<file path="src/design/hufd_pkg.sv">
package hufd_pkg;

    localparam int IDX_W  = 9;
    localparam int SYM_W  = 8;
    localparam int SYM_MSB = 7;

    // input tdata layout, lowest bit first
    localparam int IN_IDX_LSB   = 0;
    localparam int IN_LEAF_BIT  = 9;
    localparam int IN_SYM_LSB   = 10;
    localparam int IN_LEFT_LSB  = 18;
    localparam int IN_RIGHT_LSB = 27;
    localparam int IN_CODE_BIT  = 36;
    localparam int IN_TDATA_W   = 40;

    localparam int OUT_TDATA_W  = 8;

    // item kinds carried on tuser
    localparam logic KIND_WRITE  = 1'b0;
    localparam logic KIND_DECODE = 1'b1;

    typedef struct packed {
        logic               leaf;
        logic [SYM_MSB:0]   sym;
        logic [IDX_W-1:0]   left;
        logic [IDX_W-1:0]   right;
    } t_node;

    localparam int NODE_W = $bits(t_node);

    typedef struct packed {
        logic               kind;
        logic [IDX_W-1:0]   idx;
        t_node              node;
        logic               code_bit;
        logic               last;
    } t_item;

    typedef struct packed {
        logic [SYM_W-1:0]   sym;
        logic               sym_valid;
        logic               done;
    } t_result;

endpackage

</file>
<file path="src/design/hufd_front.sv">
module hufd_front #(
    parameter int TABLE_DEPTH = 512
) (
    input  logic                                i_clk,
    input  logic                                i_rst_n,
    input  logic                                i_valid,
    output logic                                o_ready,
    input  logic [hufd_pkg::IN_TDATA_W-1:0]     i_data,
    input  logic                                i_kind,
    input  logic                                i_last,
    output logic                                o_item_valid,
    output hufd_pkg::t_item                     o_item,
    input  logic                                i_item_pop
);

    localparam int QD = 4;
    localparam int PW = $clog2(QD);

    hufd_pkg::t_item r_q [QD];
    logic [PW-1:0]   r_wr_ptr;
    logic [PW-1:0]   r_rd_ptr;
    logic [PW:0]     r_count;

    hufd_pkg::t_item n_item;
    logic            w_accept;
    logic            w_push;

    always_comb begin
        n_item.kind       = i_kind;
        n_item.idx        = i_data[hufd_pkg::IN_IDX_LSB +: hufd_pkg::IDX_W];
        n_item.node.leaf  = i_data[hufd_pkg::IN_LEAF_BIT];
        n_item.node.sym   = i_data[hufd_pkg::IN_SYM_LSB +: hufd_pkg::SYM_W];
        n_item.node.left  = i_data[hufd_pkg::IN_LEFT_LSB +: hufd_pkg::IDX_W];
        n_item.node.right = i_data[hufd_pkg::IN_RIGHT_LSB +: hufd_pkg::IDX_W];
        n_item.code_bit   = i_data[hufd_pkg::IN_CODE_BIT];
        n_item.last       = i_last;
    end

    assign o_ready  = (r_count != (PW+1)'(QD));
    assign w_accept = i_valid && o_ready;
    // a write beyond the table is dropped here
    assign w_push   = w_accept && ((i_kind == hufd_pkg::KIND_DECODE)
                                   || (32'(n_item.idx) < TABLE_DEPTH));

    assign o_item_valid = (r_count != '0);
    assign o_item       = r_q[r_rd_ptr];

    always_ff @(posedge i_clk) begin
        if (w_push) begin
            r_q[r_wr_ptr] <= n_item;
        end
    end

    always_ff @(posedge i_clk) begin
        if (!i_rst_n) begin
            r_wr_ptr <= '0;
            r_rd_ptr <= '0;
            r_count  <= '0;
        end else begin
            if (w_push) begin
                r_wr_ptr <= r_wr_ptr + 1'b1;
            end
            if (i_item_pop) begin
                r_rd_ptr <= r_rd_ptr + 1'b1;
            end
            case ({w_push, i_item_pop})
                2'b10:   r_count <= r_count + 1'b1;
                2'b01:   r_count <= r_count - 1'b1;
                default: r_count <= r_count;
            endcase
        end
    end

endmodule

</file>
<file path="config.mk">
export PLATFORM = sky130hd
export DESIGN_NAME = hufd_front
export DESIGN_NICKNAME = d
export VERILOG_FILES = /design/src/design/hufd_pkg.sv /design/src/design/hufd_front.sv
export SDC_FILE = /design/constraint.sdc
export NUM_CORES = 1
export LEC_CHECK = 0
export ABC_AREA = 1
export BUFFER_PORTS_ARGS = -buffer_cell sky130_fd_sc_hd__buf_2
export CAP_MARGIN = 10
export CORE_ASPECT_RATIO = 0.8
export CORE_MARGIN = 2
export CORE_UTILIZATION = 35
export DETAILED_ROUTE_END_ITERATION = 10
export SYNTH_ARGS = -nofsm -noshare
export SYNTH_HDL_FRONTEND = slang
export SYNTH_SLANG_ARGS = --single-unit
</file>
<file path="constraint.sdc">
create_clock -name i_clk -period 2.9 [get_ports i_clk]
set_clock_uncertainty 0.1 [all_clocks]
set_input_delay 0 -clock i_clk [delete_from_list [all_inputs] [get_ports i_clk]]
set_output_delay 0 -clock i_clk [all_outputs]
set_load 0.03 [all_outputs]
</file>
After elaboration in Yosys (flattened, before gate mapping). Memories as Yosys holds them, arrays and structs flattened. A register that Yosys moved wholly into a read port is not among the register bits. Index checks and enable logic that the tools add are counted.

Add/subtract/negate cells: 4. Eq/ne operators: 3. Multiplexer cells: 5. Reduce and logical (&&, ||, !) cells: 3.

Operators by type and width (number): 3-bit one-hot mux with 2 select lines (1); 2-bit by 1-bit adder with 2-bit output, second input constant (2); 2-bit two-way mux (2); 3-bit by 1-bit adder with 3-bit output, second input constant (1); 3-bit != test, second input constant (1); 3-bit nonzero test (1); 3-bit by 1-bit subtractor with 3-bit output, second input constant (1); 2-bit by 1-bit == test with 1-bit output, second input constant (1); 2-bit == test, second input constant (1); 1-bit two-way mux (2); 2-bit nonzero test (1); 1-bit logical AND (1).

Register bits: 7. Memory bits (writable): 156. Output and inout port bits: 41. Memories: 1.

Memory list: r_q (words 4, width 39, read ports 1, clocked after memory_dff 1, wr ports 1, RTL line hufd_front.sv:19) `hufd_pkg::t_item r_q [QD];`.

Depth between registers and ports, before layout. Gate-level depths: netlist of run 1.

Depth after elaboration: 4. Mapped depth: 10. Mapped depth without buffers: 10.

Least setup slack after synthesis of run 1. Ideal clock, no wire load.

Path type: reg-to-reg. Start: register r_count[1]. End: memory r_q[0][0] (netlist bit), enable pin. Library setup time: 435 ps. Arrival time: 2580 ps. Required time: 2365 ps. Slack: -216 ps. Cell stages (with the launch flop): 5. Buffers on the path: 0. Path through: dfxtp_1 nor2_1 nand2_1 nand2_1 nor2_1.

Longest elaborated chain between the ends: 4.

Ends and longest elaborated chain: start, declared (RTL line hufd_front.sv:22) `logic [PW:0] r_count;`; start signal, assigned (RTL line hufd_front.sv:67) `2'b10: r_count <= r_count + 1'b1;`; start signal, assigned (RTL line hufd_front.sv:68) `2'b01: r_count <= r_count - 1'b1;`; start signal, assigned (RTL line hufd_front.sv:69) `default: r_count <= r_count;`; 3-bit != test (RTL line hufd_front.sv:39) `assign o_ready = (r_count != (PW+1)'(QD));`; net o_ready (RTL line hufd_front.sv:7) `output logic o_ready,`; 1-bit logical AND (RTL line hufd_front.sv:40) `assign w_accept = i_valid && o_ready;`; 1-bit two-way mux (RTL line hufd_front.sv:49) `if (w_push) begin`; 1-bit two-way mux (implied by the code) (RTL line hufd_front.sv:50) `r_q[r_wr_ptr] <= n_item;`; end, declared (RTL line hufd_front.sv:19).

The timed path passes the listed nets, and every way through them passes these cells.

Worst setup path in the final report of run 1.
Start: register r_wr_ptr[0]. End: register r_wr_ptr[1].

Longest elaborated chain between the ends: 1.

Ends and longest elaborated chain: start, declared (RTL line hufd_front.sv:20) `logic [PW-1:0] r_wr_ptr;`; start signal, assigned (RTL line hufd_front.sv:61) `r_wr_ptr <= r_wr_ptr + 1'b1;`; 2-bit by 1-bit adder with 2-bit output (RTL line hufd_front.sv:61).

No other way between the ends. A chain may end at the register's enable or synchronous reset.

==> metrics.txt, run 1 <==
status=finished, final reports clean; routed wl met2=6230 um; Setup CP Type=flop to flop; Antenna Nets Post-Route=0; WHS Endpoint=r_q[0][6]$_DFFE_PP_; Mapped Nets=494; post-route minimum period=2.30 ns; Hold Crit Depth=2; RSZ-0062 raised after global routing=no; hold path startpoint=i_data[31]; part of the power in registers=49.3%; period utilization=79.3%; worst-margin pin slew=0.776 ns; core area=17400 um2; Multi-input gate area=1190 um2; CP max stage cell=dlygate4sd3_1; ranking of synthesized cells by area=edfxtp_1 75%, o21ai_0 6.4%, nor2_1 5.6%; drt wl/cell=16.5 um; Slew Viols, Final=0; Top delay family on crit path=buffers and inverters; die area=18900 um2; clock root cell=clkbuf_16; CTS tree=built; Iter 0 DRT Violations=344; num rows=43; Worst Path Required=3.10 ns; #FFs+latches synth=165; die width=153 um; Worst EP arrival=2.50 ns; Mapped Area=6250 um2; Switching Share=26.2%; vias in the first global route=3898; CP Cell Sequence=inv_1 > ha_1 > inv_1 > nand3_1 > nand2_1 > dlygate4sd3_1 > nor2_1 > dlygate4sd3_1; clock net sink count=165; residual DRC count=0; max incr delay on CP=0.54 ns; Pre-antenna DRT Iters=4; Starting Density=35.8%; routability congestion estimate from global placement=0.698; Bufs and invs on worst path=4; DRT Wirelength=13400 um; GRT Util Overall=14.7%; final setup violation count=0; register area=4870 um2; vias per cell=4.88; worst-path maximum fanout=5; first-pass GRT wire length=20800 um; Synth top area share=75.0%; Peak VDD IR=0.415 mV; Slew HR=48.2%; register area share after synthesis=77.9%; Cells after Synth=442; Setup crit end kind=flop; final core occ=45.5%; area grow syn2layout=27.0%; R2R depth=8; Worst setup SP type=flop; sw power=0.00149 W; hold slack=0.225 ns; Yosys top cell by area=edfxtp_1; Crit Reg-Reg Endpoint=r_wr_ptr[1]$_SDFFE_PN0P_; share of cells above drive strength 1=22.7%; FILL cells=1586; Min-Delay Path Class=primary input to flop; clock-pin slew on the worst setup and hold paths=0.07 ns; largest net degree at the start of global routing=79; Max Cap Viol=0; Leak=2.83 nW; H-tree Lvls=4; TritonCTS Buffers=17; Met3 Wirelength=709 um; syn_area_per_cell=14.1 um2; post-layout net count=626; chip height=124 um; CTS max path bufs=2; initial antenna violation count=1; M1 WL=6340 um; combinational share of power=13.4%; reg2reg start=r_wr_ptr[0]$_SDFFE_PN0P_; total grt overflow=0; Worst-Skew Late Latency=0.41 ns; synth unique cells=21; clock power share=37.3%; power per cell area=717 nW/um2; highest achievable clock rate=435 MHz; r2r setup slk=0.60 ns; final hold violations=0; setup bufs post-CTS=0; # port buffers=83; Final HPWL DP=7550 um; synth warn=0; highest metal used=met4; via count=3965; Int Pwr=0.00420 W; I/O pin total=87
## synthesized netlist by cell type (all sizes together)
cell type and number:
a21oi 4, nand3 2, buf 16, edfxtp 156, nand2 10, fa 1
dfxtp 9, o22ai 39, clkbuf 9, o21ai 82, ha 5, inv 15
nand4 1, nor2 93
## sequential cells by signal, summed over array words and instances (netlist names), named ones only
name	cells
r_q	156
r_wr_ptr	2
r_rd_ptr	2
r_count	3
## routing by layer
layer  vias up  global-route usage [%]
met5         -                       0
met4         0                    3.56
met3        10                    5.01
met2        99                    23.9
met1      1958                    19.1
li1       1898                       -
## metrics by stage
step                      worst slack [ns]  instance area [um2]  std cells  setup TNS (ns)  power [W]
after floorplan                     -0.216                 6250        442          -33.67    0.00331
after global placement               0.795                 6920        736               0    0.00355
after detailed placement             0.699                 6920        736               0    0.00357
after CTS                            0.579                 7930        812               0    0.00574
after global routing                 0.472                 7930        813               0    0.00593
final                                0.601                 7930        813               0    0.00568
## repair_timing
| action | CTS | global route |
|---|---|---|
| resized for setup | 0 | 0 |
| endpoints found under the hold margin | 165 | 0 |
| hold buffers | 44 | 0 |
## placed cells by master, fill, tap and decap left out, types with 2 or more instances in the layout
cell type,count
edfxtp_1,156
nor2_1,89
buf_2,83
o21ai_0,80
dlygate4sd3_1,44
o22ai_1,39
clkbuf_16,17
inv_1,13
nand2_1,10
buf_4,9
dfxtp_1,7
ha_1,5
clkinv_4,5
inv_6,5
nor2_4,4
a21oi_1,4
o21ai_1,2
nand3_1,2
dfxtp_2,2
buf_12,2
## layout make-up
class / count / area share (%)
Antenna cell: 1 / 0.0315
Clock buffer: 17 / 5.36
Clock inverter: 15 / 1.83
Inverter: 15 / 0.741
Multi-Input combinational cell: 237 / 15.0
Sequential cell: 165 / 61.3
Tap cell: 225 / 3.55
Timing Repair Buffer: 138 / 12.1
## power by group through the flow
stage | Combinational, W | Sequential, W | Clock (W)
2_1_floorplan | 0.000464 | 0.00285 | 0
3_3_place_gp | 0.000706 | 0.00284 | 0
3_5_place_dp | 0.000720 | 0.00285 | 0
4_1_cts | 0.000771 | 0.00280 | 0.00217
5_1_grt | 0.000836 | 0.00281 | 0.00228
6_report | 0.000762 | 0.00280 | 0.00212
## worst max-delay path by stage
stage / start / endpoint / slack [ns] / cells past startpoint
2_1_floorplan: r_count[1]$_SDFFE_PN0P_ / r_q[0][0]$_DFFE_PP_ / -0.22 / 4
3_3_place_gp: r_count[1]$_SDFFE_PN0P_ / r_count[2]$_SDFFE_PN0P_ / 0.79 / 9
3_5_place_dp: r_count[0]$_SDFFE_PN0P_ / r_count[2]$_SDFFE_PN0P_ / 0.70 / 10
4_1_cts: r_wr_ptr[0]$_SDFFE_PN0P_ / r_wr_ptr[1]$_SDFFE_PN0P_ / 0.58 / 8
5_1_grt: r_wr_ptr[0]$_SDFFE_PN0P_ / r_wr_ptr[1]$_SDFFE_PN0P_ / 0.47 / 8
6_report: r_wr_ptr[0]$_SDFFE_PN0P_ / r_wr_ptr[1]$_SDFFE_PN0P_ / 0.60 / 8
## logic make-up (layout without fill, tap and decap cells)
family,Yosys count,count (layout),share of synthesized area (%)
fa+ha+maj,6,6,1.32
compound gates,125,125,10.8
flops,165,165,77.9
other cells,0,1,0
simple gates,106,106,6.45
buf+inv,40,185,3.58
No activity file was read; power rests on OpenSTA's default activity.
==> run 2, diff against run 1 <==
==> constraint.sdc (replaced) <==
create_clock -name i_clk -period 2.4 [get_ports i_clk]
set_clock_uncertainty 0.1 [all_clocks]
set_input_delay 0 -clock i_clk [delete_from_list [all_inputs] [get_ports i_clk]]
set_output_delay 0 -clock i_clk [all_outputs]
set_load 0.03 [all_outputs]
==> metrics.txt, run 2 (synthesis results as in run 1) <==
status=finished, final reports clean; Worst EP arrival=2.51 ns; reg2reg start=r_wr_ptr[0]$_SDFFE_PN0P_; DRT Wirelength=13200 um; worst-path maximum fanout=5; Final HPWL DP=7340 um; hold slack=0.227 ns; num rows=43; Max Cap Viol=0; chip height=124 um; Starting Density=35.8%; CTS max path bufs=2; R2R depth=8; Reg with most FFs=r_q; Leak=2.84 nW; power per cell area=883 nW/um2; WHS Endpoint=r_q[3][11]$_DFFE_PP_; Worst-Skew Late Latency=0.42 ns; Worst setup SP type=flop; drt wl/cell=16.3 um; Setup crit end kind=flop; worst-margin pin slew=0.754 ns; highest achievable clock rate=434 MHz; die width=153 um; Antenna Cells=0; post-layout net count=625; final setup violation count=0; max FFs per register=156; Setup CP Type=flop to flop; biggest regs=r_q: 156 flops, r_count: 3 flops; hold path startpoint=i_data[18]; max incr delay on CP=0.55 ns; routability congestion estimate from global placement=0.748; core area=17400 um2; Hold Crit Depth=2; TritonCTS Buffers=17; final cell count without fillers=809; die area=18900 um2; clock root cell=clkbuf_16; Worst Path Required=2.61 ns; initial antenna violation count=0; CP max stage cell=dlygate4sd3_1; CTS tree=built; residual DRC count=0; largest net degree at the start of global routing=79; share of cells above drive strength 1=22.3%; post-route minimum period=2.30 ns; Slew HR=49.8%; # port buffers=83; CP Cell Sequence=inv_1 > ha_1 > inv_1 > nand3_1 > nand2_1 > dlygate4sd3_1 > nor2_1 > dlygate4sd3_1; first-pass GRT wire length=20600 um; via count=3936; clock-pin slew on the worst setup and hold paths=0.06 ns; r2r setup slk=0.1 ns; setup bufs post-CTS=0; Slew Viols, Final=0; Peak VDD IR=0.496 mV; vias per cell=4.87; Iter 0 DRT Violations=298; period utilization=96.0%; final hold violations=0; Pre-antenna DRT Iters=4; Crit Reg-Reg Endpoint=r_wr_ptr[1]$_SDFFE_PN0P_; FILL cells=1578; vias in the first global route=3984; area grow syn2layout=27.8%; leading cell type in the layout, fill and taps excluded=edfxtp_1; most frequent cells in the layout=156 x edfxtp_1, 89 x nor2_1, 83 x buf_2; placed insts=735; I/O pin total=87; hold buffers post-CTS=44; H-tree Lvls=4; post-CTS sizing=0; final core occ=45.8%; total grt overflow=0; RSZ-0062 raised after global routing=no; GRT Util Overall=14.5%; clock net sink count=165; Min-Delay Path Class=primary input to flop; Antenna Nets Post-Route=0
run 2: changes by cell type in the layout (fill, tap and decap cells not counted), sizes merged:
cell,delta
inv,-5
bufinv,+3
clkinv,-1
buf,-1
clkinvlp,+1
diode,-1
run 2: worst max-delay path: cells and delay by family, from the launching register on:
| kind | cells | cell delay, ns |
|---|---|---|
| flip-flops | 1 | 0.41 |
| buffers and inverters | 4 | 1.23 |
| AND/OR/NAND/NOR | 3 | 0.16 |
| adder cells (fa/ha/maj) | 1 | 0.29 |
run 2: how the worst max path moves through the flow:
stage | start | endpoint | slack, ns | cells after the start
5_1_grt | r_wr_ptr[0]$_SDFFE_PN0P_ | r_wr_ptr[1]$_SDFFE_PN0P_ | 0.008 | 8
4_1_cts | r_wr_ptr[0]$_SDFFE_PN0P_ | r_wr_ptr[1]$_SDFFE_PN0P_ | 0.11 | 8
3_5_place_dp | r_count[1]$_SDFFE_PN0P_ | r_count[2]$_SDFFE_PN0P_ | 0.50 | 10
2_1_floorplan | r_count[1]$_SDFFE_PN0P_ | r_q[0][0]$_DFFE_PP_ | -0.13 | 4
3_3_place_gp | r_count[1]$_SDFFE_PN0P_ | r_count[2]$_SDFFE_PN0P_ | 0.57 | 10
6_report | r_wr_ptr[0]$_SDFFE_PN0P_ | r_wr_ptr[1]$_SDFFE_PN0P_ | 0.1 | 8
run 2: per-layer routing:
metal	GRT usage, %	wire [um]	part of all wire [%]	vias to the layer above
met5	0	0	0	-
met2	24.5	6340	48	91
met1	17.9	6000	46	1933
met3	4.66	678	5.1	17
met4	4.82	150	1.1	0
li1	-	-	-	1895
run 2: cell type report:
type                            count  area, um2  share of cell area [%]
Sequential cell                   165       4870                    60.9
Multi-Input combinational cell    237       1190                    14.9
Timing Repair Buffer              137        981                    12.3
Clock buffer                       17        425                    5.33
Tap cell                          225        282                    3.52
Clock inverter                     13        184                    2.30
Inverter                           15       58.8                   0.736
run 2: power by group:
part | internal [W] | leakage (nW) | total, W | switching (W)
Sequential | 0.00334 | 1.51 | 0.00339 | 0.0000463
Clock | 0.00173 | 0.293 | 0.00274 | 0.00102
Combinational | 0.000285 | 1.05 | 0.000923 | 0.000637
Total | 0.00535 | 2.84 | 0.00705 | 0.00170
run 2: per-stage QoR:
stage	area [um2]	TNS, ns	setup slack, ns	power [W]
6_report	7990	0	0.0968	0.00705
5_1_grt	7990	0	0.00755	0.00733
4_1_cts	7990	0	0.107	0.00713
3_5_place_dp	6940	0	0.499	0.00432
3_3_place_gp	6940	0	0.568	0.00429
2_1_floorplan	6260	-19.53	-0.125	0.00400
